[config.mk]
export PLATFORM = sky130hd
export DESIGN_NAME = ilss_cell
export DESIGN_NICKNAME = d
export VERILOG_FILES = /design/src/rtl/core/ilss_pkg.sv /design/src/rtl/core/ilss_cell.sv
export SDC_FILE = /design/constraint.sdc
export NUM_CORES = 1
export LEC_CHECK = 0
export BUFFER_PORTS_ARGS = -buffer_cell sky130_fd_sc_hd__buf_4
export CORE_MARGIN = 2
export CORE_UTILIZATION = 39
export CTS_BUF_LIST = sky130_fd_sc_hd__clkbuf_16
export DETAILED_ROUTE_END_ITERATION = 7
export PLACE_DENSITY = 0.8
export SYNTH_ARGS = -nofsm -noshare
export SYNTH_HDL_FRONTEND = slang
export SYNTH_SLANG_ARGS = --single-unit
[constraint.sdc]
create_clock -name clk -period 4.7 [get_ports clk]
set_clock_uncertainty 0.2 [all_clocks]
set_input_delay 0.705 -clock clk [delete_from_list [all_inputs] [get_ports clk]]
set_output_delay 0.705 -clock clk [all_outputs]
set_load 0.05 [all_outputs]
[src/rtl/core/ilss_pkg.sv]
// Shared constants, command and status codes, and the cell command struct.
package ilss_pkg;

	localparam int CAPACITY = 64;

	localparam int CMD_W  = 3;
	localparam int POS_W  = 6;
	localparam int WORD_W = 32;
	localparam int LEN_W  = 7;
	localparam int STAT_W = 2;

	localparam int CNT_W  = $clog2(CAPACITY + 1);
	localparam int CMP_W  = (CNT_W > POS_W) ? CNT_W : POS_W;
	localparam int LWID_W = (CNT_W > LEN_W) ? CNT_W : LEN_W;

	localparam int GRP    = 8;
	localparam int NGRP   = (CAPACITY + GRP - 1) / GRP;

	localparam int IN_W   = 48;
	localparam int OUT_W  = 48;

	localparam logic [CMD_W-1:0] CMD_APPEND = 3'd0;
	localparam logic [CMD_W-1:0] CMD_SET    = 3'd1;
	localparam logic [CMD_W-1:0] CMD_INSERT = 3'd2;
	localparam logic [CMD_W-1:0] CMD_GET    = 3'd3;
	localparam logic [CMD_W-1:0] CMD_DELETE = 3'd4;

	localparam logic [STAT_W-1:0] ST_OK    = 2'd0;
	localparam logic [STAT_W-1:0] ST_RANGE = 2'd1;
	localparam logic [STAT_W-1:0] ST_FULL  = 2'd2;

	typedef struct packed {
		logic             go;
		logic             ok;
		logic [CMD_W-1:0] op;
		logic [CMP_W-1:0] pos;
		logic [CMP_W-1:0] cnt;
	} cell_cmd_t;

endpackage

[src/rtl/core/ilss_cell.sv]
// One list entry: holds a word, shifts with its neighbors, drives a read tap.
module ilss_cell (
	input  logic                        clk,
	input  ilss_pkg::cell_cmd_t         cmd,
	input  logic [ilss_pkg::CMP_W-1:0]  idx,
	input  logic [ilss_pkg::WORD_W-1:0] word_in,
	input  logic [ilss_pkg::WORD_W-1:0] left,
	input  logic [ilss_pkg::WORD_W-1:0] right,
	output logic [ilss_pkg::WORD_W-1:0] data,
	output logic [ilss_pkg::WORD_W-1:0] tap
);
	import ilss_pkg::*;

	logic [WORD_W-1:0] data_q;
	logic [WORD_W-1:0] tap_q;
	logic [WORD_W-1:0] data_d;

	always_comb begin
		data_d = data_q;
		if (cmd.go && cmd.ok) begin
			case (cmd.op)
				CMD_APPEND: begin
					if (idx == cmd.cnt) data_d = word_in;
				end
				CMD_SET: begin
					if (idx == cmd.pos) data_d = word_in;
				end
				CMD_INSERT: begin
					if (idx == cmd.pos) data_d = word_in;
					else if (idx > cmd.pos) data_d = left;
				end
				CMD_DELETE: begin
					if (idx >= cmd.pos) data_d = right;
				end
				default: data_d = data_q;
			endcase
		end
	end

	always_ff @(posedge clk) begin
		data_q <= data_d;
		if (cmd.go) begin
			tap_q <= (cmd.ok && cmd.op == CMD_GET && idx == cmd.pos) ? data_q : '0;
		end
	end

	assign data = data_q;
	assign tap  = tap_q;

endmodule

==> results.md <==
- Setup_tns: 0 ns
- Total inserted antenna cells: 0
- Final setup slack of the worst path: 2.06 ns
- Synthesized netlist net count: 382
- Category of the most critical setup path: in -> reg
- Post-synth EDFFs: 64
- Min-delay worst type: reg -> reg
- Growth of design area from synthesis to finish: 59.1%
- Max-slew headroom: 37.0%
- Clock-pin slew on the worst setup and hold paths: 0.05 ns
- Commonest cells post-synth: sky130_fd_sc_hd__edfxtp_1, sky130_fd_sc_hd__nand2_1, sky130_fd_sc_hd__and2_1
- Leading cell type by number of instances after synthesis: sky130_fd_sc_hd__edfxtp_1
- Syn Area/Cell: 12.1 sq um
- CTS sink cnt: 64
- Synth warn: 0
- Worst-margin pin slew: 0.944 ns
- Cells after Synth: 252
- Leakage power: 0.00221 uW
- DRC viols: 0
- Number of max-cap violations: 0
- Synthesized cell area: 3060 sq um
- Total die area: 8570 sq um
- Post-layout net count: 571
- Number of storage elements in the synthesis netlist: 64
- Total detailed-routing wirelength: 8.42 mm
- Number of standard-cell rows in the floorplan: 32
- TritonCTS clock tree: done
- Sequential cell area fraction in the yosys report: 62.8%
- Max IR drop VDD: 0.202 mV
- Max Root-Sink Buffers: 2
- Status: finished, final reports clean
- Worst slack at placement: 1.72 ns
- Starting utilization of the core area: 40.0%
- Number of vias after detailed routing: 2667
- Critical Path Sink Type: register
- GR Util All Layers: 19.8%
- Final estimated routing congestion in global placement: 0.850
- Synth top area cells: sky130_fd_sc_hd__edfxtp_1, sky130_fd_sc_hd__nand2_1, sky130_fd_sc_hd__and2_1
- Post-CTS setup buffer count: 0
- Post-route minimum period: 2.64 ns
- Cell-by-cell listing of the critical path: buf_4 -> inv_1 -> ha_1 -> and3_1 -> a2111oi_4 -> buf_4 -> a22oi_1 -> nand2_1
- Largest driver fanout on the critical path: 18
- TritonCTS buffer count: 9
- Antenna Nets Post-Route: 0
- Vertical die dimension: 92.6 microns
- Post-DP HPWL: 6.59 mm
- Quantity of hold-fixing buffers added after cts: 0
- Number of buffers added on ports: 186
- Final number of setup-violating endpoints: 0
- Clock insertion delay at the later pin of the skew report: 0.32 ns
- Worst Path Arrival: 2.62 ns
- Die X: 92.6 microns
- Clock H-tree levels: 3
- Cell variety after synth: 33
- Post-layout util: 63.6%
- Number of global-route vias before repair: 2671
- Hold Vio Cnt, Final: 0
- Ports placed on the boundary: 187
- Maximum clock frequency: 0.379 GHz
- Critical Path RT: 4.68 ns
- Library cell used as clock root buffer: sky130_fd_sc_hd__clkbuf_16
- Critical path's most frequent cell: sky130_fd_sc_hd__buf_4
- Slowest cell on the critical path: sky130_fd_sc_hd__a2111oi_4
- Power density cells: 332 nW/um^2
- Stage delay of the slowest cell on the critical path: 0.64 ns
- Placeable core area: 7650 sq um
- First-pass DRT Iterations: 4
- Proportion of synthesized flip-flops having asynchronous set or reset: 0%
- Final Max Slew Viols: 0
- Fraction of final layout cells with drive strength greater than 1: 47.5%
- Antenna violations before repair: 0
- Worst-case hold slack: 0.349 ns
- Routed WL per cell: 15.4 microns
- Total congestion overflow: 0
- Leading register cell type out of synthesis: sky130_fd_sc_hd__edfxtp_1
- Setup repair after global routing missed its margin: no
- Wire length of the first global-routing pass: 13.1 mm
- Final period utilization: 56.2%
- Quantity of gates resized following cts: 0
- Via count normalized by instance count: 4.87
- Portion of synthesized cell area occupied by the leading cell type: 62.8%
- Largest net degree at the start of global routing: 34
- DR iter-0 viols: 133
- Startpoint type of the worst setup path: input port
- Post-synthesis cell type with the largest combined area: sky130_fd_sc_hd__edfxtp_1
[flip-flops by register name, summed over array words and instances, names as in the netlist]
signal  flops
data       32
tap        32
[cell usage in the layout (no fill, tap or decap), drive strengths merged]
cell type	synthesis	final
xnor2	3	3
and2	32	32
nand2	57	57
nor4	1	1
o2111ai	1	1
clkinv	0	3
clkbuf	5	9
and3	2	2
nor3	2	2
nand2b	1	1
nand3	1	1
ha	7	7
inv	8	8
mux2i	1	1
nor2	4	4
edfxtp	64	64
o21ai	11	11
clkinvlp	0	2
and4	1	1
nor2b	2	2
a21oi	2	2
bufinv	0	2
nor3b	1	1
buf	6	189
a22oi	24	24
a2111oi	2	2
nand4b	1	1
o22ai	7	7
xor2	5	5
nand4	1	1
[logic make-up (layout without fill, tap and decap cells)]
logic type,Yosys count,count (layout),synth area share [%]
muxes,1,1,0.327
AOI/OAI and AO/OA,47,47,11.0
xor gates and xnor gates,8,8,2.29
adders and majority gates,7,7,2.86
DFF,64,64,62.8
buffers and inverters,19,213,3.39
and+or+nand+nor,106,106,17.3
[metrics by stage]
| stage | instance area [sq um] | std cells | total power [uW] |
|---|---|---|---|
| after floorplan | 3060 | 252 | 800 |
| after global placement | 4550 | 532 | 925 |
| after detailed placement | 4550 | 532 | 932 |
| after CTS | 4870 | 548 | 1630 |
| after global routing | 4870 | 548 | 1670 |
| final | 4870 | 548 | 1620 |
[where the power goes]
part           total, uW  internal [uW]  switching (uW)
Combinational        259            117             142
Sequential           660            652            8.08
Clock                697            463             233
[routing by layer]
| metal | part of all wire [%] | global-route usage (%) | vias to the layer above |
|---|---|---|---|
| li1 | - | - | 1294 |
| met1 | 38 | 24.0 | 1259 |
| met2 | 53 | 34.3 | 100 |
| met3 | 7.1 | 3.99 | 14 |
| met4 | 1.7 | 8.21 | 0 |
| met5 | 0 | 0 | - |
[path summary, 6_finish.rpt]
check	endpoint	start	slack (ns)	depth (start not counted)
max reg2reg	tap[27]	data[27]	3.63	1
min reg2reg	tap[9]	data[9]	0.35	1
max	data[24]	cmd[13]	2.06	8
min	tap[9]	data[9]	0.35	1
[layout make-up]
cell class              count  area, sq um
well taps                 102          128
repair buffers            189         1420
clock buffers               9          225
inverters                   8         30.0
multi-input cells         169         1050
flip-flops and latches     64         1920
clock inverters             7         96.3
fillers                   610         2780
[worst max-delay path: cells and delay by family]
family	cells	cell delay, ns
and+or+nand+nor	2	0.35
buffers and inverters	3	0.47
AOI/OAI and AO/OA	2	0.79
adders and majority gates	1	0.29
(Power assumes the default switching activity.)
